### src/sv/base64_stream_decoder_core_defines.svh
// assertion helpers shared by the decoder rtl
`ifndef BASE64_STREAM_DECODER_CORE_DEFINES_SVH
`define BASE64_STREAM_DECODER_CORE_DEFINES_SVH

// same-cycle implication, checked outside reset
`define B64SD_ASSERT_NOW(label, ante, cons, msg) \
	label: assert property (@(posedge clk) disable iff (!arst_n) (ante) |-> (cons)) \
		else $error(msg);

// next-cycle implication, checked outside reset
`define B64SD_ASSERT_NEXT(label, ante, cons, msg) \
	label: assert property (@(posedge clk) disable iff (!arst_n) (ante) |=> (cons)) \
		else $error(msg);

`endif

### src/sv/b64sd_pkg.sv
package b64sd_pkg;

	typedef enum logic [1:0] {
		ST_OK       = 2'd0,
		ST_BAD_CHAR = 2'd1,
		ST_BAD_LEN  = 2'd2,
		ST_BAD_PAD  = 2'd3
	} status_t;

	typedef enum logic [1:0] {
		CLS_DATA,
		CLS_PAD,
		CLS_BAD
	} cls_kind_t;

	typedef struct packed {
		cls_kind_t  kind;
		logic [5:0] val;
	} cls_t;

	// one queued group: up to three bytes sharing end and status flags
	typedef struct packed {
		logic [23:0] word;
		logic [1:0]  last_idx;
		logic        last;
		status_t     status;
	} grp_t;

	localparam logic [7:0] PAD_CHAR = 8'h3D;

	function automatic cls_t classify(input logic [7:0] c);
		cls_t r;
		r.kind = CLS_BAD;
		r.val  = 6'd0;
		if (c >= 8'h41 && c <= 8'h5A) begin
			r.kind = CLS_DATA;
			r.val  = 6'(c - 8'h41);
		end else if (c >= 8'h61 && c <= 8'h7A) begin
			r.kind = CLS_DATA;
			r.val  = 6'(c - 8'h61 + 8'd26);
		end else if (c >= 8'h30 && c <= 8'h39) begin
			r.kind = CLS_DATA;
			r.val  = 6'(c - 8'h30 + 8'd52);
		end else if (c == 8'h2B) begin
			r.kind = CLS_DATA;
			r.val  = 6'd62;
		end else if (c == 8'h2F) begin
			r.kind = CLS_DATA;
			r.val  = 6'd63;
		end else if (c == PAD_CHAR) begin
			r.kind = CLS_PAD;
		end
		return r;
	endfunction

endpackage

### src/sv/base64_stream_decoder_core.sv
// Streaming Base64 decoder (standard alphabet). One character is taken per
// transaction and one decoded byte leaves per transaction; the input side
// accepts a character every cycle while the result queue (QDEPTH group
// entries) has room, so sustained input rate is one character per clock and
// a group's first byte is queued as its fourth character is taken. A complete
// group is one queue entry, drained one byte per cycle while out_stall is low,
// so the byte drain (three bytes per four characters) keeps up with the input.
// Faults (bad character, misplaced '=', length not a multiple of four) are
// sticky per string: later characters are swallowed and the string ends with a
// single transaction carrying out_byte 0, is_last 1 and the error status; bytes
// already delivered for that string must be dropped by the consumer. All state
// returns to idle after every end_of_text character.
`include "base64_stream_decoder_core_defines.svh"

module base64_stream_decoder_core #(
	parameter int QDEPTH = 4
) (
	input  logic       clk,
	input  logic       arst_n,
	input  logic       in_valid,
	output logic       in_stall,
	input  logic [7:0] char_code,
	input  logic       end_of_text,
	output logic       out_valid,
	input  logic       out_stall,
	output logic [7:0] out_byte,
	output logic       is_last,
	output logic [1:0] status
);

	localparam int PW = (QDEPTH > 1) ? $clog2(QDEPTH) : 1;
	localparam int CW = $clog2(QDEPTH + 1);

	// per-string decode state
	logic [17:0]        acc_q;
	logic [1:0]         pos_q;
	logic [1:0]         pad_q;
	b64sd_pkg::status_t err_q;

	// group queue
	b64sd_pkg::grp_t    q_mem [QDEPTH];
	logic [PW-1:0]      wr_ptr_q;
	logic [PW-1:0]      rd_ptr_q;
	logic [CW-1:0]      cnt_q;
	logic [1:0]         idx_q;

	logic               in_acc;
	logic               out_acc;
	logic               push;
	logic               pop;
	b64sd_pkg::grp_t    head;

	// next-state of the decoder
	b64sd_pkg::cls_t    cls;
	b64sd_pkg::status_t err_c;
	b64sd_pkg::status_t e;
	logic [17:0]        acc_c;
	logic [1:0]         pos_c;
	logic [1:0]         pad_c;
	logic [1:0]         pad_inc;
	logic [5:0]         v;
	logic               push_c;
	b64sd_pkg::grp_t    ent_c;

	assign in_stall  = (cnt_q == CW'(QDEPTH));
	assign in_acc    = in_valid && !in_stall;
	assign out_valid = (cnt_q != '0);
	assign out_acc   = out_valid && !out_stall;
	assign head      = q_mem[rd_ptr_q];
	assign pop       = out_acc && (idx_q == head.last_idx);
	assign push      = in_acc && push_c;

	always_comb begin
		cls     = b64sd_pkg::classify(char_code);
		err_c   = err_q;
		acc_c   = acc_q;
		pos_c   = pos_q;
		pad_c   = pad_q;
		pad_inc = pad_q;
		v       = cls.val;
		e       = b64sd_pkg::ST_OK;
		push_c  = 1'b0;
		ent_c   = '{word: {acc_q, cls.val}, last_idx: 2'd2, last: end_of_text,
			status: b64sd_pkg::ST_OK};

		if (err_q == b64sd_pkg::ST_OK) begin
			// character check
			if (cls.kind == b64sd_pkg::CLS_BAD) begin
				e = b64sd_pkg::ST_BAD_CHAR;
			end else if (cls.kind == b64sd_pkg::CLS_PAD) begin
				if (pos_q < 2'd2) begin
					e = b64sd_pkg::ST_BAD_PAD;
				end else begin
					pad_inc = pad_q + 2'd1;
					v       = 6'd0;
				end
			end else if (pad_q != 2'd0) begin
				// data after a pad in the same group
				e = b64sd_pkg::ST_BAD_PAD;
			end

			if (e == b64sd_pkg::ST_OK) begin
				if (pos_q != 2'd3) begin
					acc_c = {acc_q[11:0], v};
					pos_c = pos_q + 2'd1;
					pad_c = pad_inc;
				end else begin
					// group complete; a padded group must end the string
					if (pad_inc != 2'd0 && !end_of_text) begin
						e = b64sd_pkg::ST_BAD_PAD;
					end else begin
						push_c         = 1'b1;
						ent_c.word     = {acc_q, v};
						ent_c.last_idx = 2'd2 - pad_inc;
					end
					acc_c = '0;
					pos_c = 2'd0;
					pad_c = 2'd0;
				end
			end

			if (end_of_text && e == b64sd_pkg::ST_OK && pos_c != 2'd0) begin
				e = b64sd_pkg::ST_BAD_LEN;
			end
			err_c = e;
		end

		if (end_of_text) begin
			// error report replaces any bytes of this character
			if (err_c != b64sd_pkg::ST_OK) begin
				push_c = 1'b1;
				ent_c  = '{word: 24'd0, last_idx: 2'd0, last: 1'b1, status: err_c};
			end
			acc_c = '0;
			pos_c = 2'd0;
			pad_c = 2'd0;
			err_c = b64sd_pkg::ST_OK;
		end
	end

	// decoder state
	always_ff @(posedge clk or negedge arst_n) begin
		if (!arst_n) begin
			acc_q <= '0;
			pos_q <= 2'd0;
			pad_q <= 2'd0;
			err_q <= b64sd_pkg::ST_OK;
		end else if (in_acc) begin
			acc_q <= acc_c;
			pos_q <= pos_c;
			pad_q <= pad_c;
			err_q <= err_c;
		end
	end

	// queue storage, payload only
	always_ff @(posedge clk) begin
		if (push) begin
			q_mem[wr_ptr_q] <= ent_c;
		end
	end

	// queue pointers and byte index within the head group
	always_ff @(posedge clk or negedge arst_n) begin
		if (!arst_n) begin
			wr_ptr_q <= '0;
			rd_ptr_q <= '0;
			cnt_q    <= '0;
			idx_q    <= 2'd0;
		end else begin
			if (push) begin
				wr_ptr_q <= (wr_ptr_q == PW'(QDEPTH - 1)) ? '0 : wr_ptr_q + 1'b1;
			end
			if (pop) begin
				rd_ptr_q <= (rd_ptr_q == PW'(QDEPTH - 1)) ? '0 : rd_ptr_q + 1'b1;
				idx_q    <= 2'd0;
			end else if (out_acc) begin
				idx_q <= idx_q + 2'd1;
			end
			cnt_q <= cnt_q + CW'(push) - CW'(pop);
		end
	end

	// byte select out of the head group
	always_comb begin
		case (idx_q)
			2'd0:    out_byte = head.word[23:16];
			2'd1:    out_byte = head.word[15:8];
			default: out_byte = head.word[7:0];
		endcase
	end

	assign is_last = head.last && (idx_q == head.last_idx);
	assign status  = head.status;

	`B64SD_ASSERT_NOW(a_err_report, out_valid && status != b64sd_pkg::ST_OK, out_byte == 8'd0 && is_last, "error transaction must be a zero final byte")
	`B64SD_ASSERT_NEXT(a_eot_clears, in_acc && end_of_text, pos_q == 2'd0 && pad_q == 2'd0 && err_q == b64sd_pkg::ST_OK, "state not cleared after end of text")
	`B64SD_ASSERT_NOW(a_pad_pos, pad_q != 2'd0, pos_q == 2'd3, "pad count set outside last group slot")
	`B64SD_ASSERT_NOW(a_idx_range, out_valid, idx_q <= head.last_idx, "byte index beyond head group")

endmodule
### config.mk
export PLATFORM = sky130hd
export DESIGN_NAME = base64_stream_decoder_core
export DESIGN_NICKNAME = d
export VERILOG_FILES = /design/src/sv/b64sd_pkg.sv /design/src/sv/base64_stream_decoder_core.sv
export VERILOG_INCLUDE_DIRS = /design/src /design/src/sv
export SDC_FILE = /design/constraint.sdc
export NUM_CORES = 1
export LEC_CHECK = 0
export BUFFER_PORTS_ARGS = -buffer_cell sky130_fd_sc_hd__buf_2
export CAP_MARGIN = 0
export CORE_ASPECT_RATIO = 1.75
export CORE_MARGIN = 2
export CORE_UTILIZATION = 60
export CTS_CLUSTER_DIAMETER = 80
export DETAILED_ROUTE_END_ITERATION = 12
export GPL_TIMING_DRIVEN = 0
export PLACE_DENSITY = 0.78
export SETUP_SLACK_MARGIN = 0.5
export SKIP_CTS_REPAIR_TIMING = 1
export SLEW_MARGIN = 5
export SYNTH_ARGS = -nofsm -noshare
export SYNTH_HDL_FRONTEND = slang
export SYNTH_SLANG_ARGS = --single-unit
### constraint.sdc
create_clock -name clk -period 6.7 [get_ports clk]
set_input_delay 1.34 -clock clk [delete_from_list [all_inputs] [get_ports clk]]
set_output_delay 1.34 -clock clk [all_outputs]
set_load 0.03 [all_outputs]
==> metrics.yaml <==
synthesis:
  synth.cell_area_mm2: 0.00698
  seq_area_frac_synth_pct: 61.8
  syn_area_per_cell_um2: 14.1
  ys_ff_latch: 149
  synth_cell_types: 64
  synth_edf_count: 116
  syn_inst: 496
  synth_fp_nets: 531
  synth_flop_cell: "edfxtp_1"
  async_flop_share_pct: 22.1
  yosysWarningCount: 0
critical_path:
  critical_path_arrival_ns: 6.08
  setup.worst_path.class: "in -> reg"
  end_kind: "register"
  crit_fanout: 10
  cp.required_ns: 7.01
  crit_path_start_kind: "input pin"
floorplan:
  start_util_pct: 60.9
  die_w_um: 85.5
  num_rows: 52
  dieArea_mm2: 0.0125
  die_h_um: 147
  coreArea_mm2: 0.0115
  pin_count: 26
routing:
  dr.pass1.iters: 6
  drt-initial-drc-count: 361
  route.detailed.drc: 0
  wl_per_cell_um: 21.1
  vias: 4395
  viasPerCell: 6.35
  antenna_left: 0
  routed_wl_um: 14600
power:
  switching_share_pct: 33.6
  power.total_w: 0.00313
  p_leak_nw: 2.95
  comb_power_share_pct: 31.9
  switchingPower_w: 0.00105
  pwr-share-clk_pct: 29.3
  ir_drop_v: 0.000285
  p_per_area_mw_per_mm2: 392
  intPower_w: 0.00208
  power_frac_seq_pct: 38.8
grt:
  grt.busiest_layer: "met2"
  use_met2_pct: 44.8
  grt_pass1_vias: 4591
  grt_pass1_wl_um: 23700
  grt-ovfl-total: 0
  met3_usage_pct: 5.20
  grt_max_degree: 34
  grtUsageMet1_pct: 29.2
  gr-usage-all-layers_pct: 25.1
  antenna_found_initial: 0
timing:
  skew_ns: 0.00821
  finalHoldViolCount: 0
  timing_worst_slew_pin_value_ns: 0.977
  rsz0062_at_grt: "false"
  period_needed_ns: 5.77
  report.final.slew_viol_count: 0
  max_freq_mhz: 173
  setup_ws_ns: 0.926
  setup_viol: 0
  slew_headroom_pct: 34.9
  post-route-period-util_pct: 86.2
clock_network:
  path_clk_slew_ns: 0.06
  cts_tree: "yes"
  clk_root_buffer_cell: "clkbuf_16"
  insertion_delay_ns: 0.42
  htree_levels: 4
  cts.sinks: 149
  cts_buffer_depth: 2
  numCtsBuffers: 17
hold_path:
  hp-class: "reg -> reg"
status:
  outcome: "completed"
run:
  maxCapViolCount: 0
final_layout:
  syn2layout_area_growth_pct: 14.7
  fin_cells: 692
  nNetsFinal: 579
  drive_above_1_share_pct: 20.5
  num-fill-cells: 748
  antenna_cells_inserted: 0
placed_design:
  place_inst: 660
  routabilityCongestion: 0.882
  port_buffers: 25
  hpwl_um: 9940
  pre_cts_slack_ns: 0.543
==> cells by family after synthesis <==
family / count (synthesis) / share of synthesized area [%]
flip-flops: 149 / 61.8
AND/OR/NAND/NOR: 132 / 9.70
AO/OA/AOI/OAI: 105 / 10.9
buffers and inverters: 48 / 2.78
multiplexers: 31 / 9.65
adder cells (fa/ha/maj): 22 / 4.05
XOR/XNOR: 9 / 1.13
==> placed cells by master, fill, tap and decap left out, types with 8 or more instances in the layout <==
master / n
nor2_1: 20
a21oi_1: 8
ha_1: 21
dfrtp_1: 33
buf_2: 30
nand2_1: 59
mux4_2: 29
o21ai_0: 22
clkbuf_16: 17
inv_1: 26
a22oi_1: 9
and2_1: 21
clkbuf_1: 10
edfxtp_1: 116
o21ai_1: 12
==> stage by stage <==
| stage | util, % | setup TNS (ns) | hold WS, ns | instance area (µm²) |
|---|---|---|---|---|
| 4_1_cts | 69.9 | 0 | 0.493 | 8000 |
| 6_report | 69.9 | 0 | 0.492 | 8000 |
| 3_5_place_dp | 64.8 | 0 | 0.471 | 7420 |
| 3_3_place_gp | 63.5 | -101.75 | 0.459 | 7270 |
| 5_1_grt | 69.9 | 0 | 0.525 | 8000 |
| 2_1_floorplan | - | 0 | 0.447 | 6980 |
==> routing by layer <==
metal | wire (µm) | vias up
li1 | - | 1994
met3 | 555 | 32
met4 | 425 | 0
met2 | 8160 | 149
met5 | 0 | -
met1 | 5460 | 2220
==> critical path, stage by stage <==
cell     delay (ns)
buf_2          0.12
buf_6          0.13
inv_1          0.10
ha_1           0.30
nor2b_1        0.17
o21ai_0        0.16
a31oi_2        0.49
nand4_4        0.27
xnor2_1        0.23
ha_1           0.20
nor2_1         0.25
nand2_1        0.14
a21oi_1        0.17
o22ai_1        0.17
nor2b_1        0.21
a21oi_2        0.36
o21ai_0        0.22
ha_1           0.33
inv_1          0.04
ha_1           0.18
fa_1           0.38
xnor2_1        0.14
==> Yosys cell counts (2+ instances only) <==
library cell | n | area [µm²]
xor2_1 | 2 | 17.5
a311o_1 | 2 | 20.0
a21oi_1 | 12 | 60.1
o22ai_1 | 4 | 25.0
edfxtp_1 | 116 | 3480
a311oi_1 | 3 | 26.3
o21a_1 | 3 | 22.5
o21ai_0 | 22 | 110
nor2_1 | 20 | 75.1
o211ai_1 | 2 | 15.0
a32o_1 | 2 | 20.0
buf_1 | 6 | 22.5
a21o_1 | 5 | 37.5
and2_1 | 21 | 131
a22oi_1 | 9 | 67.6
inv_1 | 26 | 97.6
dfrtp_1 | 33 | 826
mux2i_1 | 2 | 20.0
nor2b_1 | 4 | 25.0
o31ai_1 | 6 | 45.0
ha_1 | 21 | 263
nand2_1 | 59 | 221
and3_1 | 2 | 12.5
nor3_1 | 2 | 10.0
xnor2_1 | 7 | 61.3
mux4_2 | 29 | 653
nor4_1 | 3 | 18.8
a31o_2 | 2 | 17.5
nand3_1 | 5 | 25.0
o21ai_1 | 12 | 60.1
clkbuf_1 | 10 | 37.5
buf_2 | 5 | 25.0
or2_2 | 2 | 12.5
o41ai_2 | 2 | 32.5
nand2b_1 | 3 | 18.8
a221oi_1 | 2 | 17.5
a211o_1 | 3 | 26.3
==> flip-flops by register name (all words and copies together) (netlist names) <==
register and cells:
acc_q 18, cnt_q 3, err_q 2, idx_q 2, pad_q 2, pos_q 2, q_mem 116, rd_ptr_q 2
wr_ptr_q 2
==> path summary, 6_finish.rpt <==
kind | slack [ns] | endpoint | depth (start not counted) | startpoint
max | 0.93 | cnt_q[2] | 22 | char_code[2]
min | 0.49 | acc_q[14] | 2 | acc_q[14]
max reg2reg | 2.91 | cnt_q[2] | 15 | pos_q[1]
min reg2reg | 0.49 | acc_q[14] | 2 | acc_q[14]
max in group asynchronous | 5.19 | acc_q[15] | 1 | arst_n
min in group asynchronous | 0.99 | rd_ptr_q[1] | 1 | arst_n
==> power by group through the flow <==
stage	Sequential, W	Combinational (W)	Clock [W]
3_3_place_gp	0.00123	0.000933	0
5_1_grt	0.00123	0.00108	0.000967
6_report	0.00122	0.00100	0.000918
2_1_floorplan	0.00121	0.000714	0
3_5_place_dp	0.00123	0.000996	0
4_1_cts	0.00121	0.00101	0.000925
==> final cells by class <==
| class | count | area, µm² | area share (%) |
|---|---|---|---|
| plain buffers | 22 | 96.3 | 1.20 |
| clock buffers | 17 | 425 | 5.32 |
| clock inverters | 15 | 153 | 1.91 |
| inverters | 26 | 97.6 | 1.22 |
| multi-input cells | 299 | 2520 | 31.5 |
| flip-flops and latches | 149 | 4310 | 53.8 |
| well taps | 135 | 169 | 2.11 |
| repair buffers | 29 | 235 | 2.94 |
(Power assumes the default switching activity.)
